<file path="src/sacl_pkg.sv">
// Shared constants, types and width helpers for the set-associative tag directory.
package sacl_pkg;

  // Fixed field widths of the item ports.
  localparam int ADDR_W      = 32;
  localparam int WAY_FIELD_W = 2;
  localparam int STAMP_W     = 32;
  localparam int COUNT_W     = 32;

  // Default geometry.
  localparam int DEF_BLOCK_WORDS  = 64;
  localparam int DEF_SETS         = 4;
  localparam int DEF_WAYS         = 4;
  localparam int DEF_ADDRESS_BITS = 32;

  // Depth of the queue between the front and the back.
  localparam int QUEUE_DEPTH = 2;

  typedef logic [ADDR_W-1:0]      addr_t;
  typedef logic [STAMP_W-1:0]     stamp_t;
  typedef logic [COUNT_W-1:0]     count_t;
  typedef logic [WAY_FIELD_W-1:0] way_field_t;

  // Address bits that take part in the lookup.
  function automatic int eff_width(int address_bits);
    return (address_bits < ADDR_W) ? address_bits : ADDR_W;
  endfunction

  // Width of a set index vector (at least one bit).
  function automatic int set_width(int sets);
    return (sets > 1) ? $clog2(sets) : 1;
  endfunction

  // Width of a way number vector (at least one bit).
  function automatic int way_width(int ways);
    return (ways > 1) ? $clog2(ways) : 1;
  endfunction

  // Width of a stored tag (at least one bit).
  function automatic int tag_width(int block_words, int sets, int address_bits);
    int raw;
    raw = eff_width(address_bits) - $clog2(block_words) - $clog2(sets);
    return (raw > 0) ? raw : 1;
  endfunction

endpackage

</file>
<file path="src/sacl_ifs.sv">
// Handshake interfaces for the address items and the lookup result items.
interface sacl_req_if;
  import sacl_pkg::*;
  logic  valid;
  logic  ready;
  addr_t address;

  modport source (output valid, output address, input ready);
  modport sink   (input valid, input address, output ready);
endinterface

interface sacl_rsp_if;
  import sacl_pkg::*;
  logic       valid;
  logic       ready;
  logic       hit;
  way_field_t way;
  logic       evicted_valid;
  count_t     access_total;
  count_t     miss_total;

  modport source (output valid, output hit, output way, output evicted_valid,
                  output access_total, output miss_total, input ready);
  modport sink   (input valid, input hit, input way, input evicted_valid,
                  input access_total, input miss_total, output ready);
endinterface

</file>
<file path="src/set_assoc_cache_lru_mru_unit.sv">
// Flow: an accepted item waits in the queue; the back end pops it, reads its set row from the
// directory RAM and compares the tags, then writes the row back and loads the output register.
// A miss in a full set first weighs the ways, one victim candidate per cycle. No new item is
// popped until the last is issued; the row passes through the directory RAM's single port pair.
// Reset: synchronous; a clearing pass invalidates every row, and no item is accepted until it
// ends. The policy register resets to least-recently-used replacement.
module set_assoc_cache_lru_mru_unit import sacl_pkg::*; #(
  parameter int BLOCK_WORDS  = DEF_BLOCK_WORDS,
  parameter int SETS         = DEF_SETS,
  parameter int WAYS         = DEF_WAYS,
  parameter int ADDRESS_BITS = DEF_ADDRESS_BITS
) (
  input  logic       clk,
  input  logic       rst,
  input  logic       cfg_write,
  input  logic       cfg_data,
  sacl_req_if.sink   req,
  sacl_rsp_if.source rsp
);

  localparam int SET_IW  = set_width(SETS);
  localparam int TAG_W   = tag_width(BLOCK_WORDS, SETS, ADDRESS_BITS);
  localparam int ENTRY_W = TAG_W + SET_IW;

  logic               replace_least_recent;
  logic               clear_done;
  logic               q_full;
  logic               push;
  logic [ENTRY_W-1:0] push_data;
  logic               q_valid;
  logic               pop;
  logic [ENTRY_W-1:0] q_data;

  // Replacement policy register.
  always_ff @(posedge clk) begin
    if (rst) begin
      replace_least_recent <= 1'b1;
    end else if (cfg_write) begin
      replace_least_recent <= cfg_data;
    end
  end

  sacl_front #(
    .BLOCK_WORDS  (BLOCK_WORDS),
    .SETS         (SETS),
    .ADDRESS_BITS (ADDRESS_BITS)
  ) u_front (
    .req        (req),
    .clear_done (clear_done),
    .q_full     (q_full),
    .push       (push),
    .push_data  (push_data)
  );

  sacl_queue #(
    .WIDTH (ENTRY_W),
    .DEPTH (QUEUE_DEPTH)
  ) u_queue (
    .clk       (clk),
    .rst       (rst),
    .push      (push),
    .push_data (push_data),
    .full      (q_full),
    .pop       (pop),
    .pop_data  (q_data),
    .not_empty (q_valid)
  );

  sacl_back #(
    .BLOCK_WORDS  (BLOCK_WORDS),
    .SETS         (SETS),
    .WAYS         (WAYS),
    .ADDRESS_BITS (ADDRESS_BITS)
  ) u_back (
    .clk                  (clk),
    .rst                  (rst),
    .replace_least_recent (replace_least_recent),
    .q_valid              (q_valid),
    .q_data               (q_data),
    .pop                  (pop),
    .clear_done           (clear_done),
    .rsp                  (rsp)
  );

endmodule

</file>
<file path="src/sacl_ram.sv">
// Generic single-write, single-read RAM with registered read data.
module sacl_ram #(
  parameter int WIDTH = 8,
  parameter int DEPTH = 4,
  localparam int AW = (DEPTH > 1) ? $clog2(DEPTH) : 1
) (
  input  logic             clk,
  input  logic             we,
  input  logic [AW-1:0]    waddr,
  input  logic [WIDTH-1:0] wdata,
  input  logic             re,
  input  logic [AW-1:0]    raddr,
  output logic [WIDTH-1:0] rdata
);

  logic [WIDTH-1:0] mem [DEPTH];

  // Write port.
  always_ff @(posedge clk) begin
    if (we) begin
      mem[waddr] <= wdata;
    end
  end

  // Registered read port.
  always_ff @(posedge clk) begin
    if (re) begin
      rdata <= mem[raddr];
    end
  end

endmodule

</file>
<file path="src/sacl_queue.sv">
// Short FIFO that decouples the classifying front from the lookup back end.
module sacl_queue import sacl_pkg::*; #(
  parameter int WIDTH = 8,
  parameter int DEPTH = QUEUE_DEPTH,
  localparam int PTR_W = (DEPTH > 1) ? $clog2(DEPTH) : 1,
  localparam int CNT_W = $clog2(DEPTH + 1)
) (
  input  logic             clk,
  input  logic             rst,
  input  logic             push,
  input  logic [WIDTH-1:0] push_data,
  output logic             full,
  input  logic             pop,
  output logic [WIDTH-1:0] pop_data,
  output logic             not_empty
);

  logic [WIDTH-1:0] entries [DEPTH];
  logic [PTR_W-1:0] wr_ptr;
  logic [PTR_W-1:0] rd_ptr;
  logic [CNT_W-1:0] count;

  assign full      = (count == CNT_W'(DEPTH));
  assign not_empty = (count != '0);
  assign pop_data  = entries[rd_ptr];

  // Storage is written at the tail.
  always_ff @(posedge clk) begin
    if (push) begin
      entries[wr_ptr] <= push_data;
    end
  end

  // Pointers and fill count.
  always_ff @(posedge clk) begin
    if (rst) begin
      wr_ptr <= '0;
      rd_ptr <= '0;
      count  <= '0;
    end else begin
      if (push) begin
        wr_ptr <= (wr_ptr == PTR_W'(DEPTH - 1)) ? '0 : wr_ptr + 1'b1;
      end
      if (pop) begin
        rd_ptr <= (rd_ptr == PTR_W'(DEPTH - 1)) ? '0 : rd_ptr + 1'b1;
      end
      if (push && !pop) begin
        count <= count + 1'b1;
      end else if (pop && !push) begin
        count <= count - 1'b1;
      end
    end
  end

endmodule

</file>
<file path="src/sacl_front.sv">
// Front end: accepts address items and splits them into set index and tag.
module sacl_front import sacl_pkg::*; #(
  parameter int BLOCK_WORDS  = DEF_BLOCK_WORDS,
  parameter int SETS         = DEF_SETS,
  parameter int ADDRESS_BITS = DEF_ADDRESS_BITS,
  localparam int EFF_W   = eff_width(ADDRESS_BITS),
  localparam int OFF_W   = $clog2(BLOCK_WORDS),
  localparam int SET_SH  = $clog2(SETS),
  localparam int SET_IW  = set_width(SETS),
  localparam int TAG_W   = tag_width(BLOCK_WORDS, SETS, ADDRESS_BITS),
  localparam int ENTRY_W = TAG_W + SET_IW
) (
  sacl_req_if.sink            req,
  input  logic                clear_done,
  input  logic                q_full,
  output logic                push,
  output logic [ENTRY_W-1:0]  push_data
);

  localparam addr_t CUT_MASK = addr_t'((64'd1 << EFF_W) - 64'd1);
  localparam addr_t SET_MASK = addr_t'(SETS - 1);

  addr_t             cut_addr;
  logic [SET_IW-1:0] set_idx;
  logic [TAG_W-1:0]  tag;

  // Cut the address to its lookup width, then take it apart.
  always_comb begin
    cut_addr = req.address & CUT_MASK;
    set_idx  = SET_IW'((cut_addr >> OFF_W) & SET_MASK);
    tag      = TAG_W'(cut_addr >> (OFF_W + SET_SH));
  end

  // Items are taken once the directory is cleared and the queue has room.
  assign req.ready = clear_done & ~q_full;
  assign push      = req.valid & req.ready;
  assign push_data = {tag, set_idx};

endmodule

</file>
<file path="src/sacl_back.sv">
// Back end: reads a set row, resolves hit or victim, updates the row and issues the result.
module sacl_back import sacl_pkg::*; #(
  parameter int BLOCK_WORDS  = DEF_BLOCK_WORDS,
  parameter int SETS         = DEF_SETS,
  parameter int WAYS         = DEF_WAYS,
  parameter int ADDRESS_BITS = DEF_ADDRESS_BITS,
  localparam int SET_IW  = set_width(SETS),
  localparam int TAG_W   = tag_width(BLOCK_WORDS, SETS, ADDRESS_BITS),
  localparam int WAY_W   = way_width(WAYS),
  localparam int ENTRY_W = TAG_W + SET_IW,
  localparam int ROW_W   = WAYS * (1 + TAG_W + STAMP_W)
) (
  input  logic               clk,
  input  logic               rst,
  input  logic               replace_least_recent,
  input  logic               q_valid,
  input  logic [ENTRY_W-1:0] q_data,
  output logic               pop,
  output logic               clear_done,
  sacl_rsp_if.source         rsp
);

  localparam int TAG_BASE   = WAYS;
  localparam int STAMP_BASE = WAYS + WAYS * TAG_W;

  localparam logic [2:0] S_CLEAR  = 3'd0;
  localparam logic [2:0] S_IDLE   = 3'd1;
  localparam logic [2:0] S_LOOK   = 3'd2;
  localparam logic [2:0] S_SEARCH = 3'd3;
  localparam logic [2:0] S_FIN    = 3'd4;

  logic [2:0]        state;
  logic [SET_IW-1:0] clr_cnt;
  logic [SET_IW-1:0] cur_set;
  logic [TAG_W-1:0]  cur_tag;
  logic [ROW_W-1:0]  row_reg;
  logic [WAY_W-1:0]  idx;
  logic [WAY_W-1:0]  best;
  stamp_t            best_stamp;
  logic [WAY_W-1:0]  fin_way;
  logic              fin_hit;
  logic              fin_evict;
  count_t            access_count;
  count_t            miss_count;
  logic              out_valid;

  logic [ROW_W-1:0]  rdata;
  logic              ram_we;
  logic [SET_IW-1:0] ram_waddr;
  logic [ROW_W-1:0]  ram_wdata;
  logic [ROW_W-1:0]  new_row;

  logic              rd_valid [WAYS];
  logic [TAG_W-1:0]  rd_tag   [WAYS];
  stamp_t            rr_stamp [WAYS];

  logic              hit_any;
  logic [WAY_W-1:0]  hit_way;
  logic              empty_any;
  logic [WAY_W-1:0]  empty_way;
  stamp_t            cand;
  logic              better;
  logic              out_free;
  logic              finish;
  count_t            access_next;

  // One row per set: valid bits, tags and timestamps of all ways.
  sacl_ram #(
    .WIDTH (ROW_W),
    .DEPTH (SETS)
  ) u_dir (
    .clk   (clk),
    .we    (ram_we),
    .waddr (ram_waddr),
    .wdata (ram_wdata),
    .re    (pop),
    .raddr (q_data[SET_IW-1:0]),
    .rdata (rdata)
  );

  // Unpack the freshly read row and the held row.
  always_comb begin
    for (int w = 0; w < WAYS; w++) begin
      rd_valid[w] = rdata[w];
      rd_tag[w]   = rdata[TAG_BASE + w*TAG_W +: TAG_W];
      rr_stamp[w] = row_reg[STAMP_BASE + w*STAMP_W +: STAMP_W];
    end
  end

  // Parallel tag compare and first-invalid search; the lowest way wins.
  always_comb begin
    hit_any   = 1'b0;
    hit_way   = '0;
    empty_any = 1'b0;
    empty_way = '0;
    for (int w = WAYS - 1; w >= 0; w--) begin
      if (rd_valid[w] && (rd_tag[w] == cur_tag)) begin
        hit_any = 1'b1;
        hit_way = WAY_W'(w);
      end
      if (!rd_valid[w]) begin
        empty_any = 1'b1;
        empty_way = WAY_W'(w);
      end
    end
  end

  // One victim candidate is weighed per cycle; ties keep the earlier way.
  always_comb begin
    cand   = rr_stamp[idx];
    better = replace_least_recent ? (cand < best_stamp) : (cand > best_stamp);
  end

  // Updated row: the chosen way becomes valid with the new tag and stamp.
  assign access_next = access_count + 1'b1;

  always_comb begin
    new_row = row_reg;
    for (int w = 0; w < WAYS; w++) begin
      if (WAY_W'(w) == fin_way) begin
        new_row[w]                                = 1'b1;
        new_row[TAG_BASE + w*TAG_W +: TAG_W]       = cur_tag;
        new_row[STAMP_BASE + w*STAMP_W +: STAMP_W] = access_next;
      end
    end
  end

  assign out_free   = ~out_valid | rsp.ready;
  assign finish     = (state == S_FIN) && out_free;
  assign pop        = (state == S_IDLE) && q_valid;
  assign clear_done = (state != S_CLEAR);

  // RAM write: clearing pass after reset, row update at the end of an item.
  always_comb begin
    ram_we    = 1'b0;
    ram_waddr = cur_set;
    ram_wdata = new_row;
    case (state)
      S_CLEAR: begin
        ram_we    = 1'b1;
        ram_waddr = clr_cnt;
        ram_wdata = '0;
      end
      S_FIN: begin
        ram_we = out_free;
      end
      default: begin
        ram_we = 1'b0;
      end
    endcase
  end

  // Sequencer.
  always_ff @(posedge clk) begin
    if (rst) begin
      state   <= S_CLEAR;
      clr_cnt <= '0;
    end else begin
      case (state)
        S_CLEAR: begin
          clr_cnt <= clr_cnt + 1'b1;
          if (clr_cnt == SET_IW'(SETS - 1)) begin
            state <= S_IDLE;
          end
        end
        S_IDLE: begin
          if (q_valid) begin
            state <= S_LOOK;
          end
        end
        S_LOOK: begin
          if (hit_any || empty_any || (WAYS == 1)) begin
            state <= S_FIN;
          end else begin
            state <= S_SEARCH;
          end
        end
        S_SEARCH: begin
          if (idx == WAY_W'(WAYS - 1)) begin
            state <= S_FIN;
          end
        end
        S_FIN: begin
          if (out_free) begin
            state <= S_IDLE;
          end
        end
        default: begin
          state <= S_IDLE;
        end
      endcase
    end
  end

  // Per-item working registers.
  always_ff @(posedge clk) begin
    if (pop) begin
      cur_set <= q_data[SET_IW-1:0];
      cur_tag <= q_data[SET_IW +: TAG_W];
    end
    if (state == S_LOOK) begin
      row_reg    <= rdata;
      idx        <= WAY_W'(1);
      best       <= '0;
      best_stamp <= rdata[STAMP_BASE +: STAMP_W];
      fin_hit    <= hit_any;
      fin_evict  <= ~hit_any & ~empty_any;
      fin_way    <= hit_any ? hit_way : (empty_any ? empty_way : '0);
    end
    if (state == S_SEARCH) begin
      idx <= idx + 1'b1;
      if (better) begin
        best       <= idx;
        best_stamp <= cand;
      end
      if (idx == WAY_W'(WAYS - 1)) begin
        fin_way <= better ? idx : best;
      end
    end
  end

  // Counters and the output register.
  always_ff @(posedge clk) begin
    if (rst) begin
      access_count <= '0;
      miss_count   <= '0;
      out_valid    <= 1'b0;
    end else begin
      if (rsp.ready) begin
        out_valid <= 1'b0;
      end
      if (finish) begin
        access_count <= access_next;
        if (!fin_hit) begin
          miss_count <= miss_count + 1'b1;
        end
        out_valid <= 1'b1;
      end
    end
  end

  always_ff @(posedge clk) begin
    if (finish) begin
      rsp.hit           <= fin_hit;
      rsp.way           <= way_field_t'(fin_way);
      rsp.evicted_valid <= fin_evict;
      rsp.access_total  <= access_next;
      rsp.miss_total    <= fin_hit ? miss_count : miss_count + 1'b1;
    end
  end

  assign rsp.valid = out_valid;

endmodule
</file>
<file path="src/flat_wrapper.sv">
// flat-port wrapper written by rule: the top's interface ports become plain ports
module set_assoc_cache_lru_mru_unit_flat import sacl_pkg::*;
#(
  parameter int BLOCK_WORDS  = DEF_BLOCK_WORDS,
  parameter int SETS         = DEF_SETS,
  parameter int WAYS         = DEF_WAYS,
  parameter int ADDRESS_BITS = DEF_ADDRESS_BITS
)
  (clk, rst, cfg_write, cfg_data, req_valid, req_address, req_ready, rsp_valid, rsp_hit, rsp_way, rsp_evicted_valid, rsp_access_total, rsp_miss_total, rsp_ready);
  sacl_req_if req_i ();
  sacl_rsp_if rsp_i ();
  input  logic clk;
  input  logic rst;
  input  logic cfg_write;
  input  logic cfg_data;
  input wire logic [$bits(req_i.valid)-1:0] req_valid;
  input wire logic [$bits(req_i.address)-1:0] req_address;
  output wire logic [$bits(req_i.ready)-1:0] req_ready;
  output wire logic [$bits(rsp_i.valid)-1:0] rsp_valid;
  output wire logic [$bits(rsp_i.hit)-1:0] rsp_hit;
  output wire logic [$bits(rsp_i.way)-1:0] rsp_way;
  output wire logic [$bits(rsp_i.evicted_valid)-1:0] rsp_evicted_valid;
  output wire logic [$bits(rsp_i.access_total)-1:0] rsp_access_total;
  output wire logic [$bits(rsp_i.miss_total)-1:0] rsp_miss_total;
  input wire logic [$bits(rsp_i.ready)-1:0] rsp_ready;
  assign req_i.valid = req_valid;
  assign req_i.address = req_address;
  assign req_ready = req_i.ready;
  assign rsp_valid = rsp_i.valid;
  assign rsp_hit = rsp_i.hit;
  assign rsp_way = rsp_i.way;
  assign rsp_evicted_valid = rsp_i.evicted_valid;
  assign rsp_access_total = rsp_i.access_total;
  assign rsp_miss_total = rsp_i.miss_total;
  assign rsp_i.ready = rsp_ready;
  set_assoc_cache_lru_mru_unit #(.BLOCK_WORDS(BLOCK_WORDS), .SETS(SETS), .WAYS(WAYS), .ADDRESS_BITS(ADDRESS_BITS)) u_core (.clk(clk), .rst(rst), .cfg_write(cfg_write), .cfg_data(cfg_data), .req(req_i), .rsp(rsp_i));
endmodule
</file>
<file path="config.mk">
export PLATFORM = sky130hd
export DESIGN_NAME = set_assoc_cache_lru_mru_unit_flat
export DESIGN_NICKNAME = d
export VERILOG_FILES = /design/src/sacl_pkg.sv /design/src/sacl_ifs.sv /design/src/set_assoc_cache_lru_mru_unit.sv /design/src/sacl_ram.sv /design/src/sacl_queue.sv /design/src/sacl_front.sv /design/src/sacl_back.sv /design/src/flat_wrapper.sv
export SDC_FILE = /design/constraint.sdc
export NUM_CORES = 2
export LEC_CHECK = 0
export BUFFER_PORTS_ARGS = -buffer_cell sky130_fd_sc_hd__buf_2
export CORE_MARGIN = 4
export CORE_UTILIZATION = 45
export DETAILED_ROUTE_END_ITERATION = 7
export GPL_TIMING_DRIVEN = 0
export RECOVER_POWER = 100
export SLEW_MARGIN = 30
export SYNTH_ARGS = -nofsm -noshare
export SYNTH_HDL_FRONTEND = slang
export SYNTH_SLANG_ARGS = --single-unit
</file>
<file path="constraint.sdc">
create_clock -name clk -period 21.1 [get_ports clk]
set_input_delay 1.055 -clock clk [delete_from_list [all_inputs] [get_ports clk]]
set_output_delay 1.055 -clock clk [all_outputs]
set_load 0.05 [all_outputs]
</file>
# Word level (Yosys, flattened, before mapping)
# Memory sizes are Yosys's and may differ from the RTL's. A register that Yosys moved wholly into a read port is not among the register bits.
# Index checks and enable logic that the tools add are counted.
[op_classes] n_addsub=8 multipliers=0 n_div=0 n_lt_le_gt_ge=3 eq_ne=18 shift=0 n_mux=68 bitwise_logic=9 n_reduce_logical=19
[op_table] cell="2-to-1 mux 32 bit" count=10
[op_table] cell="2-to-1 mux 228 bit" count=1
[op_table] cell="equality test 24 bit" count=4
[op_table] cell="2-to-1 mux 24 bit" count=4
[op_table] cell="adder 32 x 1 -> 32 bit, second input constant" count=2
[op_table] cell="binary-select mux 32 bit (select 2 bit)" count=1
[op_table] cell="2-to-1 mux 2 bit" count=22
[op_table] cell="greater-than comparator 32 bit" count=1
[op_table] cell="< comparator 32 bit" count=1
[op_table] cell="2-to-1 mux 1 bit" count=23
[op_table] cell="2-to-1 mux 3 bit" count=5
[op_table] cell="case mux 3 bit (5 select lines)" count=1
[op_table] cell="logical AND 1 bit" count=8
[op_table] cell="nonzero test 2 bit" count=4
[op_table] cell="adder 2 x 1 -> 2 bit, second input constant" count=3
[op_table] cell="equality test 2 bit, second input constant" count=3
[op_table] cell="equality test 3 x 2 -> 1 bit, second input constant" count=2
[op_table] cell="!= test 2 bit, second input constant" count=3
[op_table] cell="equality test 2 bit, first input constant" count=2
[op_table] cell="inverter 1 bit" count=4
[op_table] cell="AND reduction 4 bit" count=1
[op_table] cell="AND 1 bit" count=3
[op_table] cell="equality test 3 x 1 -> 1 bit, second input constant" count=1
[op_table] cell="equality test 3 bit, second input constant" count=1
[op_table] cell="13 further kinds" count=15
[totals] regBits=437 latchBits=0 mem_bits_rw=964 mem_bits_ro=0 inputBits=38 out_inout_bits=70 wordCells=150 n_memories=2
[mem_list] name="u_core.u_back.u_dir.mem" depth=4 width=228 read_ports=1 rd_clocked_by_memory_dff=1 write_ports=1 line="sacl_ram.sv:16" text="logic [WIDTH-1:0] mem [DEPTH];"
[mem_list] name="u_core.u_queue.entries" depth=2 width=26 read_ports=1 rd_clocked_by_memory_dff=1 write_ports=1 line="sacl_queue.sv:18" text="logic [WIDTH-1:0] entries [DEPTH];"

# Depth between registers and ports, before layout
[logic_depth] word_depth=10 ltp_mapped=13 mapped_depth_nobuf=10

# Modules after synthesis
# From an unflattened synthesis, not the netlist that was laid out.
[hier_totals] hier_cells=3554 hier_area_um2=63764.9
[modules_own_cells] mod="sacl_ram" instances=1 cells_each=1423 area_per_inst_um2=40028.4 seq_area_each_um2=34232.8
[modules_own_cells] mod="sacl_back" instances=1 cells_each=1997 area_per_inst_um2=21399.3 seq_area_each_um2=11911.4
[modules_own_cells] mod="sacl_queue" instances=1 cells_each=103 area_per_inst_um2=2092.0 seq_area_each_um2=1661.6
[modules_own_cells] mod="sacl_front" instances=1 cells_each=28 area_per_inst_um2=210.2 seq_area_each_um2=0.0
[modules_own_cells] mod="set_assoc_cache_lru_mru_unit" instances=1 cells_each=3 area_per_inst_um2=35.0 seq_area_each_um2=20.0

# Worst setup path after synthesis
# No wires, ideal clock.
[synth_path] kind="input to register" start="input port rsp_ready" end="memory u_core.u_back.u_dir.mem[0][0] (netlist name) (enable)" setup_ns=1.152 arrival_ns=18.240 t_required_ns=19.948 slack_ns=1.708 path_stages=5 path_buffers=2 path_cell_list="nand2b_1 -> nand3_1 -> clkbuf_1 -> clkbuf_1 -> o31ai_1"
[synth_between] elab_chain_cells=4
[synth_lines] element="start: declaration" line="flat_wrapper.sv:25" text="input wire logic [$bits(rsp_i.ready)-1:0] rsp_ready;"
[synth_lines] element="bitwise OR 1 bit" line="sacl_back.sv:128" text="assign out_free = ~out_valid | rsp.ready;"
[synth_lines] element="case mux 1 bit (2 select lines)" line="sacl_back.sv:138" text="case (state)"
[synth_lines] element="2-to-1 mux 1 bit" line="sacl_ram.sv:20" text="if (we) begin"
[synth_lines] element="2-to-1 mux 1 bit (not written as such)" line="sacl_ram.sv:21" text="mem[waddr] <= wdata;"
[synth_lines] element="end: declaration" line="sacl_ram.sv:16"
# Every way passes these cells.

# Worst setup path after layout
[layout_path] start="register u_core.u_back.state[2]" end="memory u_core.u_back.u_dir.mem[3][143] (netlist name) (enable)"
[layout_between] elab_chain_cells=4 elab_cells_between_ends=6 classes_between="eq/ne (1); mux (4); reduce/logical (1)"
[layout_lines] element="start: declaration" line="sacl_back.sv:32" text="logic [2:0] state;"
[layout_lines] element="start signal: assignment" line="sacl_back.sv:156" text="state <= S_CLEAR;"
[layout_lines] element="start signal: assignment" line="sacl_back.sv:163" text="state <= S_IDLE;"
[layout_lines] element="start signal: assignment" line="sacl_back.sv:168" text="state <= S_LOOK;"
[layout_lines] element="equality test 3 bit or logical NOT 3 bit (tied branches)" line="sacl_back.sv:138"
[layout_lines] element="case mux 1 bit (2 select lines)" line="sacl_back.sv:138"
[layout_lines] element="2-to-1 mux 1 bit" line="sacl_ram.sv:20"
[layout_lines] element="2-to-1 mux 1 bit (not written as such)" line="sacl_ram.sv:21"
# Parallel ways exist; a longest one is shown, timed or not.

==> summary.md <==
| Metric | Value |
|---|---|
| Post-route minimum period | ~11,000 ps |
| Post-CTS Hold Buffers | 0 |
| Cells after Synth | 4,809 |
| Main synth FF type | edfxtp_1 |
| Post-DP Area | between 0.06 and 0.07 sq mm |
| Die H | 387 um |
| Port Buf Inserts | around 100 |
| Yosys warnings | 0 |
| RSZ-0062 raised after global routing | false |
| Max FFs per register | 912 |
| CORE AREA | 0.142 sq mm |
| Finished Layout Cells | just over 7,000 |
| Total grt overflow | 0 |
| Tightest Pin Transition | ~2700 ps |
| Vias per cell | 5.65 |
| Nets@finish | ~5,200 |
| Crit path DAT | about 11,000 ps |
| H-tree depth | 4 |
| Synth Net Count | 4,884 |
| Fillers | 12,200 |
| Min-Delay Path Class | flip-flop to flip-flop |
| Final Slew Violations | around 740 |
| Lkg Pwr | roughly 25 nW |
| Initial antenna violation count | 5 |
| Final setup fails | 0 |
| Number of flops mapped to enable cells by yosys | roughly 1,500 |
| Cell taking the most area after synthesis | edfxtp_1 |
| CTS root buf | clkbuf_16 |
| Peak supply drop | between 0.00009 and 0.0001 V |
| Critical Path Max Stage Delay | 1920 ps |
| Mean routed wirelength per cell | about 25 um |
| DRC | 0 |
| Final wirelength | 182,000 um |
| Critical Path End Type | flip-flop |
| Worst-Skew Late Latency | a little under 800 ps |
| GRT Total Usage | 0.237 |
| Die X | just under 400 um |
| Slowest CP cell | clkbuf_1 |
| Top cells by count, synth | edfxtp_1 (1,518), nand2_1 (1,223), clkbuf_1 (254), nor2_1 (240), and3_1 (237) |
| Pin count of the biggest net entering global routing | 39 |
| Sequential share of the synthesized area | 0.739 |
| Netlist Area Pre-Place | approximately 0.065 sq mm |
| Dpl hpwl | about 120,000 um |
| Fin crit share | 0.509 |
| Hold Startpoint | u_core.u_back.u_dir.rdata[212] |
| # Max-Cap Violations | 24 |
| CTS tree | done |
| Avg Cell Area, Syn | roughly 13 sq um |
| Row count | roughly 140 |
| Total number of vias | 40,600 |
| CP most frequent cell | clkbuf_1 |
| Layout cells sized above 1 | 0.0713 |
| Clock transition at the registers of the reported paths | 60 ps |
| Violated checks | max-capacitance violations, max-slew violations |
| ANT nets after route | 0 |
| Placed Cells incl. Taps | 6,892 |
| Initial core utilization | 0.455 |
| Worst-path maximum fanout | 35 |
| Fin area | ~0.073 sq mm |
| Num CTS Buffers | 160 |
| Crit path launch | u_core.u_back.state[2] |
| Fmax | between 90 and 100 MHz |
| # IOs | between 100 and 150 |
| Ys async rst share | 0 |
| CP Buf/Inv Count | 7 |
| Final setup margin | approximately 10,000 ps |
| R2r setup slk | about 10,000 ps |
| PwrDens | 128 mW/mm^2 |
| Share of the synthesized area in the top cell type | 0.704 |
| PostCTS Resize Cnt | 0 |
| Final TNS setup | 0 ps |
| Worst Setup Path Type | flip-flop to flip-flop |
| Clock buffer depth | 3 |
| Post-Place Setup Slack | roughly 16,000 ps |
| Synth area leaders | edfxtp_1 (70%), nand2_1 (7.1%), dfxtp_1 (3.5%) |
| Setup Fix Bufs, Post-CTS | 0 |
| Synth unique cells | 62 |
| Worst r2r src | u_core.u_back.state[2] |
| Hold Vio Cnt, Final | 0 |
| Leading cell type by number of instances after synthesis | edfxtp_1 |
| Total die area | approximately 0.15 sq mm |
| Status | complete, but fails checks |
| First-pass GRT wire length | 265,000 um |
| Routability cong. | a little over 0.8 |
| Final Skew | about 26 ps |
| Area growth, synth to finish | 12.6% |
| Clock sinks | 1,630 |
| CP cell instances | clkbuf_1 -> nor3_1 -> clkbuf_1 -> clkbuf_1 -> nand3_1 -> nand2_1 -> clkbuf_1 -> clkbuf_1 -> clkbuf_1 -> clkbuf_1 |
| WP data required | around 21,000 ps |
| Vias in the first global route | 39,400 |
| Detailed router's first-iteration violation count | approximately 4,400 |
| DRT Pass-1 Iters | 5 |
| Setup crit start kind | flip-flop |
| Post-synthesis register bit count | 1,630 |
| Slew HR | -0.794 |
| Family with the most delay on the worst path | buffers and inverters |
==> through the flow <==
stage	hold slack (ps)	util	total power [W]
global route	406	0.512	0.00968
floorplan	400	-	0.00602
finish	410	0.512	0.00930
global placement	401	0.475	0.00702
CTS	394	0.524	0.00949
detailed placement	405	0.488	0.00670
==> worst register-to-register path, delay by kind of cell (launching register included) <==
kind	cells	cell delay, ps
buf+inv	7	8050
simple gates	3	1860
flops	1	310
==> kinds of logic after synthesis <==
family / count (synthesis) / share of synthesized area
xor gates and xnor gates: 213 / 0.0288
muxes: 96 / 0.0222
adders and majority gates: 37 / 0.00715
AOI/OAI and AO/OA: 573 / 0.0549
buffers and inverters: 373 / 0.0222
and+or+nand+nor: 1887 / 0.126
DFF: 1630 / 0.739
==> area by class of cell <==
type                       instances  area [sq um]  share of cell area
clock buffer                     204          4330              0.0594
tap                             1890          2360              0.0325
sequential                      1630         47800               0.656
antenna                            3          7.51            0.000103
timing repair buffer             193           759              0.0104
multi-input combinational       2806         15400               0.212
clock inverter                    83           719             0.00987
inverter                          82           308             0.00422
buffer                           291          1130              0.0156
==> routing by layer <==
metal,share of wire,wire [um],vias up,track usage
li1,-,-,18200,-
met1,0.41,75400,20300,0.324
met2,0.47,85100,1781,0.381
met3,0.082,14900,335,0.0454
met4,0.035,6410,0,0.0855
met5,0,0,-,0
==> final timing paths <==
| check | endpoint | depth (start not counted) |
|---|---|---|
| min | u_core.u_back.row_reg[212] | 0 |
| max | u_core.u_back.u_dir.mem[3][143] | 10 |
| min reg2reg | u_core.u_back.row_reg[212] | 0 |
| max reg2reg | u_core.u_back.u_dir.mem[3][143] | 10 |
==> placed cells by master, fill, tap and decap left out, types with 112 or more instances in the layout <==
master | synthesis | final
clkbuf_1 | 254 | 449
dfxtp_1 | 112 | 112
edfxtp_1 | 1518 | 1518
nand2_1 | 1223 | 1223
nor2_1 | 240 | 240
a21oi_1 | 140 | 140
xnor2_1 | 118 | 118
clkbuf_16 | 0 | 167
a31oi_1 | 230 | 230
and3_1 | 237 | 237
a211oi_1 | 114 | 114
==> power by group <==
group	leakage (nW)	internal [W]	switching, W
logic	7.53	0.000411	0.00140
registers	15.4	0.00452	0.000178
clock network	2.47	0.00159	0.00120
(Power assumes the default switching activity.)
